[config.mk]
export PLATFORM = sky130hd
export DESIGN_NAME = voxel_face_cull_mesher
export DESIGN_NICKNAME = d
export VERILOG_FILES = /design/src/rtl/core/vfc_pkg.sv /design/src/rtl/core/voxel_face_cull_mesher.sv /design/src/rtl/core/vfc_front.sv /design/src/rtl/core/vfc_fifo.sv /design/src/rtl/core/vfc_back.sv
export SDC_FILE = /design/constraint.sdc
export NUM_CORES = 1
export LEC_CHECK = 0
export CAP_MARGIN = 25
export CORE_UTILIZATION = 35
export DETAILED_ROUTE_END_ITERATION = 7
export DONT_BUFFER_PORTS = 1
export GPL_TIMING_DRIVEN = 0
export PLACE_DENSITY = 0.49
export SETUP_SLACK_MARGIN = 0.15
export SLEW_MARGIN = 20
export SYNTH_ARGS = -nofsm -noshare
export SYNTH_HDL_FRONTEND = slang
export SYNTH_SLANG_ARGS = --single-unit
[constraint.sdc]
create_clock -name clk -period 6.5 [get_ports clk]
set_input_delay 0.65 -clock clk [delete_from_list [all_inputs] [get_ports clk]]
set_output_delay 0.65 -clock clk [all_outputs]
set_load 0.005 [all_outputs]
[src/rtl/core/vfc_pkg.sv]
// shared constants, types and the cube corner table for the voxel face mesher
package vfc_pkg;

	// world and chunk geometry
	localparam int CHUNK_SIDE = 16;
	localparam int WORLD_SIDE = 1024;
	localparam int WORLD_TALL = 256;

	// field widths
	localparam int COORD_W   = 10;
	localparam int Z_W       = 8;
	localparam int RGB_W     = 24;
	localparam int XY_OUT_W  = 11;
	localparam int Z_OUT_W   = 15;
	localparam int IDX_W     = 21;
	localparam int NORM_W    = 3;
	localparam int NUM_FACES = 6;

	// local coordinate inside a chunk
	localparam int LOC_W = (CHUNK_SIDE > 1) ? $clog2(CHUNK_SIDE) : 1;

	// width for world edge compares, holds WORLD_SIDE and WORLD_TALL at their maxima
	localparam int EDGE_W = 14;

	// reciprocal for coordinate mod CHUNK_SIDE, exact for every 10 bit coordinate
	localparam int RECIP_SH = 20;
	localparam int RECIP    = ((1 << RECIP_SH) + CHUNK_SIDE - 1) / CHUNK_SIDE;
	localparam int RECIP_W  = RECIP_SH + 1;
	localparam int PROD_W   = RECIP_W + COORD_W;

	// fixed point scale of vertex positions
	localparam int VERT_SCALE = 100;

	// queue between front and back
	localparam int FIFO_DEPTH = 2;

	typedef enum logic [NORM_W-1:0] {
		FACE_PX = 3'd0,
		FACE_NX = 3'd1,
		FACE_PY = 3'd2,
		FACE_NY = 3'd3,
		FACE_PZ = 3'd4,
		FACE_NZ = 3'd5
	} face_t;

	// one classified block waiting for the back end
	typedef struct packed {
		logic [NUM_FACES-1:0] open;
		logic                 start;
		logic [LOC_W-1:0]     loc_x;
		logic [LOC_W-1:0]     loc_y;
		logic [Z_W-1:0]       pos_z;
		logic [RGB_W-1:0]     rgb;
	} blk_t;

	// corner number for vertex k of a face: x = bit 2, y = bit 0, z = bit 1
	function automatic logic [2:0] face_corner(face_t f, logic [1:0] k);
		logic [11:0] row;
		case (f)
			FACE_PX: row = {3'd6, 3'd7, 3'd4, 3'd5};
			FACE_NX: row = {3'd3, 3'd2, 3'd1, 3'd0};
			FACE_PY: row = {3'd7, 3'd3, 3'd5, 3'd1};
			FACE_NY: row = {3'd2, 3'd6, 3'd0, 3'd4};
			FACE_PZ: row = {3'd7, 3'd6, 3'd3, 3'd2};
			FACE_NZ: row = {3'd1, 3'd0, 3'd5, 3'd4};
			default: row = '0;
		endcase
		return row[k*3 +: 3];
	endfunction

endpackage

[src/rtl/core/voxel_face_cull_mesher.sv]
// voxel face culling mesher: top level joining front end, queue and back end
// a block's first vertex passes the front stage register, the queue and the output register
// throughput: one vertex per cycle, four vertices per open face, so 4 to 24 vertices per block
//   with an open face; a block with no open face gives none; the output channel sets the pace
// reset: arst_n clears the vertex counter, the queue and all valid flags; no clearing pass
module voxel_face_cull_mesher import vfc_pkg::*; (
	input  logic                clk,
	input  logic                arst_n,
	// block channel
	input  logic                in_valid,
	output logic                in_ready,
	input  logic [COORD_W-1:0]  block_x,
	input  logic [COORD_W-1:0]  block_y,
	input  logic [Z_W-1:0]      block_z,
	input  logic                self_air,
	input  logic                air_px,
	input  logic                air_nx,
	input  logic                air_py,
	input  logic                air_ny,
	input  logic                air_pz,
	input  logic                air_nz,
	input  logic [RGB_W-1:0]    block_rgb,
	input  logic                chunk_start,
	// vertex channel
	output logic                out_valid,
	input  logic                out_ready,
	output logic [XY_OUT_W-1:0] vert_x,
	output logic [XY_OUT_W-1:0] vert_y,
	output logic [Z_OUT_W-1:0]  vert_z,
	output logic [NORM_W-1:0]   normal_code,
	output logic [RGB_W-1:0]    vert_rgb,
	output logic [IDX_W-1:0]    vert_index,
	output logic                last_of_block
);

	// classified block from front end into the queue
	logic push_valid;
	logic push_ready;
	blk_t push_data;

	// head of the queue into the back end
	logic pop_valid;
	logic pop_ready;
	blk_t pop_data;

	// front end: edge tests, air masking, chunk local coords, one block per cycle unless stalled
	vfc_front u_front (
		.clk         (clk),
		.arst_n      (arst_n),
		.in_valid    (in_valid),
		.in_ready    (in_ready),
		.block_x     (block_x),
		.block_y     (block_y),
		.block_z     (block_z),
		.self_air    (self_air),
		.air_px      (air_px),
		.air_nx      (air_nx),
		.air_py      (air_py),
		.air_ny      (air_ny),
		.air_pz      (air_pz),
		.air_nz      (air_nz),
		.block_rgb   (block_rgb),
		.chunk_start (chunk_start),
		.push_valid  (push_valid),
		.push_ready  (push_ready),
		.push_data   (push_data)
	);

	// queue lets the front keep taking blocks while the back works through a busy one
	vfc_fifo u_fifo (
		.clk        (clk),
		.arst_n     (arst_n),
		.push_valid (push_valid),
		.push_ready (push_ready),
		.push_data  (push_data),
		.pop_valid  (pop_valid),
		.pop_ready  (pop_ready),
		.pop_data   (pop_data)
	);

	// back end: face walk, vertex counter and registered output stage
	vfc_back u_back (
		.clk           (clk),
		.arst_n        (arst_n),
		.pop_valid     (pop_valid),
		.pop_ready     (pop_ready),
		.pop_data      (pop_data),
		.out_valid     (out_valid),
		.out_ready     (out_ready),
		.vert_x        (vert_x),
		.vert_y        (vert_y),
		.vert_z        (vert_z),
		.normal_code   (normal_code),
		.vert_rgb      (vert_rgb),
		.vert_index    (vert_index),
		.last_of_block (last_of_block)
	);

endmodule

[src/rtl/core/vfc_front.sv]
// front end: takes blocks, works out open faces and chunk local coordinates
module vfc_front import vfc_pkg::*; (
	input  logic               clk,
	input  logic               arst_n,
	input  logic               in_valid,
	output logic               in_ready,
	input  logic [COORD_W-1:0] block_x,
	input  logic [COORD_W-1:0] block_y,
	input  logic [Z_W-1:0]     block_z,
	input  logic               self_air,
	input  logic               air_px,
	input  logic               air_nx,
	input  logic               air_py,
	input  logic               air_ny,
	input  logic               air_pz,
	input  logic               air_nz,
	input  logic [RGB_W-1:0]   block_rgb,
	input  logic               chunk_start,
	output logic               push_valid,
	input  logic               push_ready,
	output blk_t               push_data
);

	logic [NUM_FACES-1:0] open_d;
	logic [PROD_W-1:0]    prod_x;
	logic [PROD_W-1:0]    prod_y;
	logic                 take;

	logic                 s1_valid_q;
	logic [NUM_FACES-1:0] open_s1;
	logic                 start_s1;
	logic [COORD_W-1:0]   bx_s1;
	logic [COORD_W-1:0]   by_s1;
	logic [COORD_W-1:0]   qx_s1;
	logic [COORD_W-1:0]   qy_s1;
	logic [Z_W-1:0]       bz_s1;
	logic [RGB_W-1:0]     rgb_s1;

	// faces at the world edge stay closed, and an air block opens none
	always_comb begin
		open_d[FACE_PX] = air_px && ((EDGE_W'(block_x) + EDGE_W'(1)) < EDGE_W'(WORLD_SIDE));
		open_d[FACE_NX] = air_nx && (block_x != '0);
		open_d[FACE_PY] = air_py && ((EDGE_W'(block_y) + EDGE_W'(1)) < EDGE_W'(WORLD_SIDE));
		open_d[FACE_NY] = air_ny && (block_y != '0);
		open_d[FACE_PZ] = air_pz && ((EDGE_W'(block_z) + EDGE_W'(1)) < EDGE_W'(WORLD_TALL));
		open_d[FACE_NZ] = air_nz && (block_z != '0);
		if (self_air) begin
			open_d = '0;
		end
	end

	// quotient by chunk side through the reciprocal
	assign prod_x = PROD_W'(RECIP) * PROD_W'(block_x);
	assign prod_y = PROD_W'(RECIP) * PROD_W'(block_y);

	assign in_ready = !s1_valid_q || push_ready;
	assign take     = in_valid && in_ready;

	always_ff @(posedge clk or negedge arst_n) begin
		if (!arst_n) begin
			s1_valid_q <= 1'b0;
		end else if (in_ready) begin
			s1_valid_q <= in_valid;
		end
	end

	always_ff @(posedge clk) begin
		if (take) begin
			open_s1  <= open_d;
			start_s1 <= chunk_start;
			bx_s1    <= block_x;
			by_s1    <= block_y;
			qx_s1    <= prod_x[RECIP_SH +: COORD_W];
			qy_s1    <= prod_y[RECIP_SH +: COORD_W];
			bz_s1    <= block_z;
			rgb_s1   <= block_rgb;
		end
	end

	assign push_valid      = s1_valid_q;
	assign push_data.open  = open_s1;
	assign push_data.start = start_s1;
	assign push_data.loc_x = LOC_W'(bx_s1 - COORD_W'(qx_s1 * COORD_W'(CHUNK_SIDE)));
	assign push_data.loc_y = LOC_W'(by_s1 - COORD_W'(qy_s1 * COORD_W'(CHUNK_SIDE)));
	assign push_data.pos_z = bz_s1;
	assign push_data.rgb   = rgb_s1;

endmodule

[src/rtl/core/vfc_fifo.sv]
// short register queue of classified blocks between front and back
module vfc_fifo import vfc_pkg::*; (
	input  logic clk,
	input  logic arst_n,
	input  logic push_valid,
	output logic push_ready,
	input  blk_t push_data,
	output logic pop_valid,
	input  logic pop_ready,
	output blk_t pop_data
);

	localparam int PTR_W = (FIFO_DEPTH > 1) ? $clog2(FIFO_DEPTH) : 1;
	localparam int CNT_W = $clog2(FIFO_DEPTH + 1);

	blk_t             mem_q [FIFO_DEPTH];
	logic [PTR_W-1:0] wr_ptr_q;
	logic [PTR_W-1:0] rd_ptr_q;
	logic [CNT_W-1:0] count_q;
	logic             do_push;
	logic             do_pop;

	assign push_ready = (count_q != CNT_W'(FIFO_DEPTH));
	assign pop_valid  = (count_q != '0);
	assign pop_data   = mem_q[rd_ptr_q];
	assign do_push    = push_valid && push_ready;
	assign do_pop     = pop_valid && pop_ready;

	always_ff @(posedge clk or negedge arst_n) begin
		if (!arst_n) begin
			wr_ptr_q <= '0;
			rd_ptr_q <= '0;
			count_q  <= '0;
		end else begin
			if (do_push) begin
				wr_ptr_q <= (wr_ptr_q == PTR_W'(FIFO_DEPTH - 1)) ? '0 : wr_ptr_q + PTR_W'(1);
			end
			if (do_pop) begin
				rd_ptr_q <= (rd_ptr_q == PTR_W'(FIFO_DEPTH - 1)) ? '0 : rd_ptr_q + PTR_W'(1);
			end
			if (do_push && !do_pop) begin
				count_q <= count_q + CNT_W'(1);
			end else if (do_pop && !do_push) begin
				count_q <= count_q - CNT_W'(1);
			end
		end
	end

	always_ff @(posedge clk) begin
		if (do_push) begin
			mem_q[wr_ptr_q] <= push_data;
		end
	end

endmodule

[src/rtl/core/vfc_back.sv]
// back end: walks the open faces of a block and emits four vertices per face
module vfc_back import vfc_pkg::*; (
	input  logic                clk,
	input  logic                arst_n,
	input  logic                pop_valid,
	output logic                pop_ready,
	input  blk_t                pop_data,
	output logic                out_valid,
	input  logic                out_ready,
	output logic [XY_OUT_W-1:0] vert_x,
	output logic [XY_OUT_W-1:0] vert_y,
	output logic [Z_OUT_W-1:0]  vert_z,
	output logic [NORM_W-1:0]   normal_code,
	output logic [RGB_W-1:0]    vert_rgb,
	output logic [IDX_W-1:0]    vert_index,
	output logic                last_of_block
);

	logic                 active_q;
	logic [NUM_FACES-1:0] mask_q;
	logic [1:0]           k_q;
	logic [IDX_W-1:0]     cnt_q;

	logic                 out_valid_q;
	logic [XY_OUT_W-1:0]  vx_q;
	logic [XY_OUT_W-1:0]  vy_q;
	logic [Z_OUT_W-1:0]   vz_q;
	logic [NORM_W-1:0]    norm_q;
	logic [RGB_W-1:0]     rgb_q;
	logic [IDX_W-1:0]     idx_q;
	logic                 last_q;

	logic [NUM_FACES-1:0] eff_mask;
	logic [NUM_FACES-1:0] mask_next;
	logic [IDX_W-1:0]     eff_cnt;
	face_t                face_sel;
	logic [2:0]           corner;
	logic                 out_space;
	logic                 no_face;
	logic                 go;
	logic                 done;
	logic                 emit;
	logic [LOC_W:0]       sum_x;
	logic [LOC_W:0]       sum_y;
	logic [Z_W:0]         sum_z;

	// the head entry stays in the queue until its last vertex goes out
	assign eff_mask = active_q ? mask_q : pop_data.open;
	assign eff_cnt  = (!active_q && pop_data.start) ? '0 : cnt_q;
	assign no_face  = (eff_mask == '0);

	always_comb begin
		logic found;
		found    = 1'b0;
		face_sel = FACE_PX;
		for (int i = 0; i < NUM_FACES; i++) begin
			if (eff_mask[i] && !found) begin
				face_sel = face_t'(NORM_W'(i));
				found    = 1'b1;
			end
		end
	end

	assign mask_next = (k_q == 2'd3) ? (eff_mask & ~(NUM_FACES'(1) << face_sel)) : eff_mask;
	assign out_space = !out_valid_q || out_ready;
	assign go        = pop_valid && (no_face || out_space);
	assign done      = no_face || (mask_next == '0);
	assign emit      = go && !no_face;
	assign pop_ready = go && done;

	assign corner = face_corner(face_sel, k_q);
	assign sum_x  = (LOC_W+1)'(pop_data.loc_x) + (LOC_W+1)'(corner[2]);
	assign sum_y  = (LOC_W+1)'(pop_data.loc_y) + (LOC_W+1)'(corner[0]);
	assign sum_z  = (Z_W+1)'(pop_data.pos_z) + (Z_W+1)'(corner[1]);

	always_ff @(posedge clk or negedge arst_n) begin
		if (!arst_n) begin
			active_q    <= 1'b0;
			mask_q      <= '0;
			k_q         <= '0;
			cnt_q       <= '0;
			out_valid_q <= 1'b0;
		end else begin
			if (go) begin
				if (no_face) begin
					cnt_q    <= eff_cnt;
					active_q <= 1'b0;
				end else begin
					cnt_q    <= eff_cnt + IDX_W'(1);
					k_q      <= k_q + 2'd1;
					mask_q   <= mask_next;
					active_q <= !done;
				end
			end
			if (emit) begin
				out_valid_q <= 1'b1;
			end else if (out_ready) begin
				out_valid_q <= 1'b0;
			end
		end
	end

	always_ff @(posedge clk) begin
		if (emit) begin
			vx_q   <= XY_OUT_W'(sum_x * VERT_SCALE);
			vy_q   <= XY_OUT_W'(sum_y * VERT_SCALE);
			vz_q   <= Z_OUT_W'(sum_z * VERT_SCALE);
			norm_q <= face_sel;
			rgb_q  <= pop_data.rgb;
			idx_q  <= eff_cnt;
			last_q <= done;
		end
	end

	assign out_valid     = out_valid_q;
	assign vert_x        = vx_q;
	assign vert_y        = vy_q;
	assign vert_z        = vz_q;
	assign normal_code   = norm_q;
	assign vert_rgb      = rgb_q;
	assign vert_index    = idx_q;
	assign last_of_block = last_q;

endmodule

==> results of run 1 <==
==> critical path, stage by stage (launching register included) <==
cell	delay [ns]
dfrtp_1	0.34
buf_6	0.16
buf_2	0.41
buf_2	0.39
buf_2	0.42
mux2_2	0.38
ha_1	0.20
ha_1	0.21
xor2_1	0.34
ha_1	0.30
ha_1	0.28
inv_1	0.05
fa_1	0.49
inv_1	0.04
ha_1	0.32
a21o_1	0.17
a21oi_1	0.21
o21bai_1	0.09
a21oi_1	0.23
o21ai_0	0.16
xnor2_1	0.14
==> cell type report <==
cell class / instances / area share (%)
Inverter: 32 / 0.963
Clock buffer: 35 / 5.88
Multi-Input combinational cell: 430 / 26.4
Antenna cell: 1 / 0.0197
Buffer: 25 / 1.13
Clock inverter: 19 / 1.36
Tap cell: 396 / 3.89
Sequential cell: 257 / 59.2
Timing Repair Buffer: 6 / 1.10
==> sequential cells by signal, indices dropped and copies added (netlist names), 3 cells and up <==
register	cells
u_back.cnt_q	21
u_back.mask_q	6
u_back.normal_code	3
u_back.vert_index	21
u_back.vert_rgb	24
u_back.vert_x	9
u_back.vert_y	9
u_back.vert_z	13
u_fifo.mem_q	94
u_front.bx_s1	4
u_front.by_s1	4
u_front.bz_s1	8
u_front.open_s1	6
u_front.rgb_s1	24
==> layer usage <==
layer  vias to the layer above  track usage [%]
met4                         2             4.21
met2                       180             23.9
met1                      2993             15.9
li1                       2868                -
met5                         -                0
met3                        40             4.61
==> worst max path at each step <==
stage | from | to | slack, ns
detailed placement | u_fifo.rd_ptr_q | u_back.vert_z[14] | -0.07
global placement | u_fifo.rd_ptr_q | u_back.vert_z[14] | -0.09
finish | u_fifo.rd_ptr_q | u_back.vert_z[14] | 0.88
floorplan | u_fifo.rd_ptr_q | u_back.vert_z[14] | 1.45
global route | u_fifo.rd_ptr_q | u_back.vert_z[14] | 0.35
CTS | u_fifo.rd_ptr_q | u_back.vert_z[14] | 0.17
==> stage by stage <==
| step | hold WS [ns] | TNS (ns) | setup WS [ns] |
|---|---|---|---|
| 6_report | 0.187 | 0 | 0.877 |
| 5_1_grt | 0.146 | 0 | 0.348 |
| 4_1_cts | 0.145 | 0 | 0.166 |
| 3_5_place_dp | 0.356 | -0.0693 | -0.0693 |
| 3_3_place_gp | 0.356 | -0.0865 | -0.0865 |
| 2_1_floorplan | 0.354 | 0 | 1.45 |
==> layout by cell type, fill, tap and decap left out, drive strengths merged, types with 6 or more instances in the layout <==
cell type  Yosys  layout
fa             6       6
clkbuf         7      41
nor2b          8       8
xor2          15      15
xnor2         35      35
dfrtp         36      36
nand4          8       8
inv           32      33
a21oi         18      18
and2          19      19
buf           19      24
conb           1       6
o21ai         36      36
nor4          15      15
nor3          15      15
mux2          31      31
o21a           6       6
clkinv         0      10
ha            66      66
nor2          21      21
edfxtp       221     221
mux2i         11      11
nand3         13      13
nand2         41      41
clkinvlp       0       6
==> what timing repair did <==
action,4_1_cts,5_1_grt
resized for setup,1,0
setup endpoints to repair,3,3
hold buffers,2,0
hold endpoints to repair,36,0
==> logic make-up (layout without fill, tap and decap cells) <==
| logic type | Yosys count | after routing |
|---|---|---|
| and+or+nand+nor | 159 | 159 |
| adders and majority gates | 73 | 73 |
| xor gates and xnor gates | 50 | 50 |
| buffers and inverters | 58 | 117 |
| AOI/OAI and AO/OA | 100 | 100 |
| other | 1 | 7 |
| muxes | 42 | 42 |
| DFF | 257 | 257 |
==> summary.txt, run 1 <==
Clock tree
  • Root buffer cell: clkbuf_16
  • Clock Sink Count: 257
  • Clock slew at reported path FFs: 0.06 ns
  • CTS Buf Count: 29
  • H-tree Lvls: 1
  • Post-CTS setup buffer count: 0
  • Clock Latency Late Sink: 0.56 ns
  • CTS tree: done
  • CTS Buffer Depth: 3

Placement
  • # port buffers: 0
  • Placed cell count: 1,145
  • GP Congestion: 0.850
  • Area after DPL: 11,800 µm²
  • Dpl hpwl: 14,900 µm

Timing
  • Slew margin rel.: 51.2%
  • Worst slew pin tran: 0.732 ns
  • Final setup vio count: 0
  • Tmin final: 5.62 ns
  • Final Slew Violations: 0
  • Final hold vios: 0
  • Clk_skew: 0.0112 ns
  • Fin crit share: 86.5%
  • Fmax: 0.178 GHz
  • Unrepaired setup endpoints after global routing: no

Worst setup path
  • Reg2reg setup slack: 0.88 ns
  • R2r startpoint: u_fifo.rd_ptr_q
  • Worst EP arrival: 5.93 ns
  • CP required: 6.80 ns
  • FF-to-FF End: u_back.vert_z[14]
  • Cells on worst reg2reg path: 20
  • Crit path kind: flip-flop to flip-flop
  • CP Capture Type: flip-flop
  • Crit path max fanout: 19
  • Startpoint type of the worst setup path: flip-flop

Global routing
  • GR Overflow Total: 0
  • First-pass GRT wire length: 35,200 µm
  • Vias in the first global route: 6,472
  • Initial antenna violation count: 2
  • GR Util All Layers: 13.7%
  • Largest net degree at the start of global routing: 48

Routing
  • DR vias: 6,083
  • First drt pass iteration count: 4
  • Top layer used by detailed routing: met5
  • Vias per inst: 5.06
  • Metal3 WL: 1570 µm
  • Met2 wire length: 10,600 µm
  • Post-route DRC: 0
  • Metal-1 WL: 9370 µm
  • Routed wire per std cell: 18.4 µm
  • DR iter-0 viols: 306
  • Final ANT Viol Nets: 0
  • Routed wire length: 22,100 µm

Yosys
  • Largest family of logic cells by synthesized area: adder cells
  • Mapped Cells: 740
  • Synth cell count leaders: 221 x edfxtp_1, 66 x ha_1, 41 x nand2_1, 36 x dfrtp_1, 35 x xnor2_1
  • Distinct cell type count after synthesis: 56
  • Compound-gate portion of the synthesized area: 5.83%
  • Ys flop type: edfxtp_1
  • Simple-Gate Fraction of Synth Area: 7.42%
  • Async SR Flop Fraction: 14.0%
  • Syn avg cell area: 15.0 µm²
  • Sequential cell area fraction in the yosys report: 67.7%
  • Count of flip-flops with a built-in enable after synthesis: 221
  • Top-count cell post-synth: edfxtp_1
  • Cell taking the most area after synthesis: edfxtp_1
  • Synth Warn #: 0
  • Synth Register Bits: 257
  • Top cell type's share of synthesized area: 59.6%
  • Mux share of post-synthesis cell area: 4.12%
  • Area share of fa/ha/maj cells after synthesis: 8.58%
  • Area share of xor/xnor cells in the synthesized design: 3.93%
  • Synthesized area: 11,100 µm²
  • Synth area leaders: edfxtp_1 60%, dfrtp_1 8.1%, ha_1 7.4%

Status
  • Status: complete, no violations

Min path
  • Origin of the worst min-delay path: block_rgb[8]
  • HP Class: input port to flip-flop
  • Hold Path Depth: 0
  • Hold EP: u_front.rgb_s1[8]

Final layout
  • Final Cell Area: 12,700 µm²
  • Area Growth Syn to Fin: 14.3%
  • Layout filler cell count: 2,845
  • Layout cells sized above 1: 13.2%
  • Area taken by multi-input logic gates: 3370 µm²
  • Post-layout util: 41.2%
  • Fin cells: 1,201
  • Register area: 7540 µm²
  • Final nets: 917

Die
  • Row cnt: 64
  • Die Y: 180 µm
  • Core area: 30,900 µm²
  • Die width: 180 µm
  • # IOs: 152
  • Initial Utilization: 36.0%
  • Die area: 32,500 µm²

Job
  • Total of max-cap violations: 0
Power of run 1 is left out: the tool's default activity adds up to more than one toggle a clock period on the data nets, which glitch-free logic cannot reach.
==> inputs of run 2 (changes only) <==
RECOVER_POWER = 100   (was not set)
==> run 2 against run 1 <==
The flow now finishes with violations (capacitance limit, slew limit). Die area unchanged. Setup slack got worse by 0.011 ns. Hold slack lost 0.00089 ns. Highest routed layer unchanged. Critical path depth shrank 13. Design area is 1.1% lower.
==> summary.txt, run 2 (same netlist as run 1, synthesis figures left out) <==
Status
  • Status: complete, but fails checks
  • Failing checks: capacitance limit, slew limit

Timing
  • Slew margin rel.: -125%
  • Final WS setup: 0.866 ns
  • Final Slew Violations: 178
  • Tmin final: 5.63 ns
  • Fmax: 0.177 GHz
  • Final setup vio count: 0
  • Final hold vios: 0
  • Hold WS: 0.186 ns
  • Unrepaired setup endpoints after global routing: no
  • Fin crit share: 86.7%
  • Worst slew pin tran: 3.38 ns
  • Clk_skew: 0.00990 ns

Clock tree
  • CTS Buf Count: 29
  • Clock Sink Count: 257
  • CTS Buffer Depth: 3
  • Clock Latency Late Sink: 0.56 ns
  • CTS tree: done
  • H-tree Lvls: 1
  • Clock slew at reported path FFs: 0.06 ns
  • Root buffer cell: clkbuf_16

Worst setup path
  • Worst EP arrival: 5.69 ns
  • CP required: 6.56 ns
  • Crit-path slowest cell: clkinvlp_2
  • Cell repeated most along the worst path: clkbuf_1
  • Crit path kind: flip-flop to flip-flop
  • Crit path max fanout: 44
  • Critical Path, Cell by Cell: clkbuf_1 -> clkbuf_1 -> o21a_1 -> nand2_1 -> o21ai_0 -> clkinvlp_2 -> clkbuf_2
  • Startpoint type of the worst setup path: flip-flop
  • Worst stage delay on the critical path: 1.68 ns
  • CP Capture Type: flip-flop

Routing
  • Final ANT Viol Nets: 0
  • Routed wire per std cell: 18.4 µm
  • Vias per inst: 5.07
  • First drt pass iteration count: 5
  • Routed wire length: 22,200 µm
  • DR vias: 6,085
  • DR iter-0 viols: 288
  • Post-route DRC: 0

Global routing
  • GR Layer Usage met2: 23.9%
  • GRT met3 Usage: 4.61%
  • Vias in the first global route: 6,472
  • GR Util All Layers: 13.7%
  • Largest net degree at the start of global routing: 48
  • Routing usage on met1: 15.9%
  • Initial antenna violation count: 2
  • GR Overflow Total: 0
  • First-pass GRT wire length: 35,200 µm
  • Layer with the highest usage: met2

Final layout
  • Layout cells sized above 1: 11.4%
  • Final nets: 917
  • Most frequent cells in the layout: 221 x edfxtp_1, 66 x ha_1, 41 x nand2_1
  • Reg with most FFs: u_fifo.mem_q
  • Area taken by multi-input logic gates: 3350 µm²
  • Layout filler cell count: 2,862
  • Most common cell after layout, fill and taps aside: edfxtp_1
  • Area Growth Syn to Fin: 13.0%
  • Max FFs per register: 94
  • Post-layout util: 40.7%
  • Register area: 7540 µm²
  • Final Cell Area: 12,600 µm²

Die
  • Core area: 30,900 µm²
  • Die width: 180 µm
  • Row cnt: 64
  • Die area: 32,500 µm²
  • # IOs: 152
  • Die Y: 180 µm
  • Initial Utilization: 36.0%

Placement
  • GP Congestion: 0.850
  • # port buffers: 0
  • Area after DPL: 11,800 µm²
  • Pre-CTS setup slack: -0.0693 ns
  • Dpl hpwl: 14,900 µm

Min path
  • HP Class: input port to flip-flop

Job
  • Total of max-cap violations: 4
run 2: cell type report:
cell class	instances	share of cell area [%]
sequential	257	59.9
timing repair buffer	6	0.239
multi-input combinational	430	26.6
clock buffer	35	5.94
inverter	32	0.964
buffer	25	1.04
antenna	1	0.0199
clock inverter	19	1.37
tap	396	3.94
run 2: final timing paths:
path,end,slack [ns],cells after the start,startpoint
setup / recovery,u_back.vert_rgb[0],0.87,7,u_back.active_q
hold / removal,u_front.bx_s1[0],0.19,0,block_x[0]
setup reg to reg,u_back.vert_rgb[0],0.87,7,u_back.active_q
hold reg to reg,u_fifo.mem_q[0][43],0.44,0,u_front.open_s1[2]
max in group asynchronous,u_back.cnt_q[14],4.10,2,arst_n
min in group asynchronous,u_fifo.wr_ptr_q,1.24,2,arst_n
run 2: stage by stage:
step,TNS (ns),instances
floorplan,0,745
global placement,-0.0865,1141
detailed placement,-0.0693,1145
CTS,0,1201
global route,0,1200
finish,0,1201
run 2: worst max-delay path: cells and delay by family, from the launching register on:
| family | cells | cell delay [ns] |
|---|---|---|
| compound gates | 2 | 0.83 |
| buf+inv | 4 | 3.58 |
| flops | 1 | 0.42 |
| simple gates | 1 | 0.26 |
run 2: layer usage:
layer | up-vias | part of all wire, % | wire [µm]
li1 | 2870 | - | -
met1 | 2988 | 43 | 9480
met2 | 182 | 48 | 10600
met3 | 43 | 6.7 | 1490
met4 | 2 | 2.5 | 554
met5 | - | 0.077 | 17
run 2: repair_timing:
action	4_1_cts	5_1_grt
hold endpoints to repair	36	0
buffers inserted	0	0
pin swaps	0	0
gates resized for setup	1	0
setup endpoints to repair	3	3
hold buffers	2	0
Power of run 2 is left out for the same reason.
==> inputs of run 3 (changes only) <==
ABC_AREA = 1   (was not set)
PLACE_DENSITY = not set   (was 0.49)
==> run 3 against run 2 <==
The run still ends with capacitance limit, slew limit left. Count of clock-buffer cells in the layout shrank 1. Non-clock buffer count shrank 2. Hold slack lost 0.0055 ns. Global-route usage shrank 0.33 points. Design area grew 2.9%. Maximum frequency grew 1.7%. Flip-flop and latch count is the same. Utilization is essentially flat.
==> summary.txt, run 3 <==
Status
  • Status: complete, but fails checks
  • Failing checks: capacitance limit, slew limit

Final layout
  • Final Cell Area: 13,000 µm²
  • Final nets: 1,112
  • Area Growth Syn to Fin: 13.5%
  • Layout cells sized above 1: 8.20%
  • Max FFs per register: 94
  • Layout filler cell count: 2,980
  • Reg with most FFs: u_fifo.mem_q
  • Most common cell after layout, fill and taps aside: nand2_1
  • Most frequent cells in the layout: 258 x nand2_1, 221 x edfxtp_1, 93 x inv_1

Yosys
  • Mapped Cells: 932
  • Sequential cell area fraction in the yosys report: 66.0%
  • Synth Register Bits: 257
  • Top cell type's share of synthesized area: 58.1%
  • Synth cell count leaders: 255 x nand2_1, 221 x edfxtp_1, 92 x inv_1, 66 x ha_1, 48 x nor2_1
  • Distinct cell type count after synthesis: 42
  • Synth Warn #: 0
  • Top-count cell post-synth: nand2_1
  • Async SR Flop Fraction: 14.0%
  • Count of flip-flops with a built-in enable after synthesis: 221
  • Syn avg cell area: 12.2 µm²
  • Ys flop type: edfxtp_1
  • Synth area leaders: edfxtp_1 58%, nand2_1 8.4%, dfrtp_1 7.9%
  • Synthesized area: 11,400 µm²
  • Cell taking the most area after synthesis: edfxtp_1

Routing
  • DR iter-0 viols: 343
  • Post-route DRC: 0
  • Routed wire length: 21,700 µm
  • Final ANT Viol Nets: 0
  • Vias per inst: 4.54
  • First drt pass iteration count: 4
  • DR vias: 6,516
  • Routed wire per std cell: 15.1 µm

Clock tree
  • Clock slew at reported path FFs: 0.06 ns
  • CTS Buffer Depth: 3
  • H-tree Lvls: 1
  • Clock Sink Count: 257
  • CTS Buf Count: 30
  • CTS tree: done
  • Root buffer cell: clkbuf_16
  • Clock Latency Late Sink: 0.56 ns
  • PostCTS Resize Cnt: 0

Worst setup path
  • Crit path max fanout: 10
  • Reg2reg setup slack: 0.96 ns
  • CP required: 6.80 ns
  • Startpoint type of the worst setup path: flip-flop
  • Crit path kind: flip-flop to flip-flop
  • Crit-path slowest cell: fa_1
  • CP Capture Type: flip-flop
  • Worst EP arrival: 5.84 ns
  • Cell repeated most along the worst path: nand2_1
  • FF-to-FF End: u_back.vert_z[14]
  • Worst stage delay on the critical path: 0.54 ns
  • R2r startpoint: u_fifo.rd_ptr_q
  • Cells on worst reg2reg path: 29

Timing
  • Final setup vio count: 0
  • Worst slew pin tran: 2.02 ns
  • Final hold vios: 0
  • Setup tns final: 0 ns
  • Fmax: 0.181 GHz
  • Tmin final: 5.54 ns
  • Slew margin rel.: -34.5%
  • Clk_skew: 0.0101 ns
  • Final Slew Violations: 177
  • Unrepaired setup endpoints after global routing: no
  • Final WS setup: 0.961 ns
  • Fin crit share: 85.2%

Placement
  • Pre-CTS setup slack: 0.750 ns
  • # port buffers: 0
  • GP Congestion: 0.866
  • Area after DPL: 12,100 µm²
  • Dpl hpwl: 15,000 µm

Die
  • Die Y: 183 µm
  • # IOs: 152
  • Initial Utilization: 35.9%
  • Die area: 33,300 µm²
  • Row cnt: 65
  • Core area: 31,800 µm²
  • Die width: 183 µm

Min path
  • Origin of the worst min-delay path: block_rgb[21]
  • HP Class: input port to flip-flop
  • Hold Path Depth: 0
  • Hold EP: u_front.rgb_s1[21]

Power
  • Pwr Density: 643 nW/µm²
  • VDD IR max: 379 µV
  • Overall Power: 8330 µW
  • Leak pwr: 0.00540 µW

Job
  • Total of max-cap violations: 4

Global routing
  • GR Util All Layers: 13.4%
  • Initial antenna violation count: 2
  • Largest net degree at the start of global routing: 88
  • First-pass GRT wire length: 34,900 µm
  • GR Overflow Total: 0
  • Vias in the first global route: 6,608
[run 3: critical path, delay by kind of cell (launching register included)]
| family | cells | cell delay [ns] |
|---|---|---|
| adders and majority gates | 6 | 1.81 |
| buffers and inverters | 8 | 1.67 |
| and+or+nand+nor | 13 | 1.03 |
| DFF | 1 | 0.41 |
| AOI/OAI and AO/OA | 1 | 0.22 |
| xor gates and xnor gates | 1 | 0.13 |
[run 3: timing repair]
| action | 4_1_cts | 5_1_grt |
|---|---|---|
| hold buffers | 2 | 0 |
| setup buffers | 0 | 0 |
| endpoints found under the hold margin | 36 | 0 |
[run 3: cells by family (layout without fill, tap and decap cells)]
logic type                 after synthesis  after routing  synth area share, %
muxes                                    7              7                0.614
DFF                                    257            257                 66.0
xor gates and xnor gates                42             42                 3.29
AOI/OAI and AO/OA                       40             40                 2.17
other                                    1              7               0.0329
adders and majority gates               72             72                 8.29
buffers and inverters                  119            182                 4.64
and+or+nand+nor                        394            394                 14.9
[run 3: area by class of cell]
class,instances,area [µm²],share of cell area (%)
antenna,1,2.50,0.0193
clock buffer,34,766,5.91
tap,435,544,4.20
clock inverter,22,274,2.12
timing repair buffer,7,32.5,0.251
sequential,257,7540,58.2
buffer,22,129,0.995
inverter,97,368,2.84
multi-input combinational,561,3300,25.5
[run 3: power breakdown]
part	internal (µW)	switching, µW
clock	1050	671
combinational	1320	2200
sequential	2830	251
[run 3: per-layer routing]
metal | global-route usage (%) | share of wire (%)
met1 | 15.8 | 43
met2 | 22.9 | 47
met3 | 4.29 | 6.9
met4 | 4.64 | 2.7
met5 | 0 | 0.037
[run 3: worst max-delay path by stage]
| stage | from | end | cells past startpoint |
|---|---|---|---|
| after floorplan | u_fifo.rd_ptr_q | u_back.vert_z[14] | 29 |
| after global placement | u_fifo.rd_ptr_q | u_back.vert_z[14] | 29 |
| after detailed placement | u_fifo.rd_ptr_q | u_back.vert_z[14] | 29 |
| after CTS | u_fifo.rd_ptr_q | u_back.vert_z[14] | 29 |
| after global routing | u_fifo.rd_ptr_q | u_back.vert_z[14] | 29 |
| final | u_fifo.rd_ptr_q | u_back.vert_z[14] | 29 |
[run 3: metrics by stage]
stage               cells  util [%]  hold WS, ns
floorplan             937         -        0.354
global placement     1372      37.7        0.355
detailed placement   1377      38.1        0.355
CTS                  1435      41.4        0.139
global route         1435      40.7        0.142
finish               1436      40.7        0.181
Power figures use the tool's default switching activity.
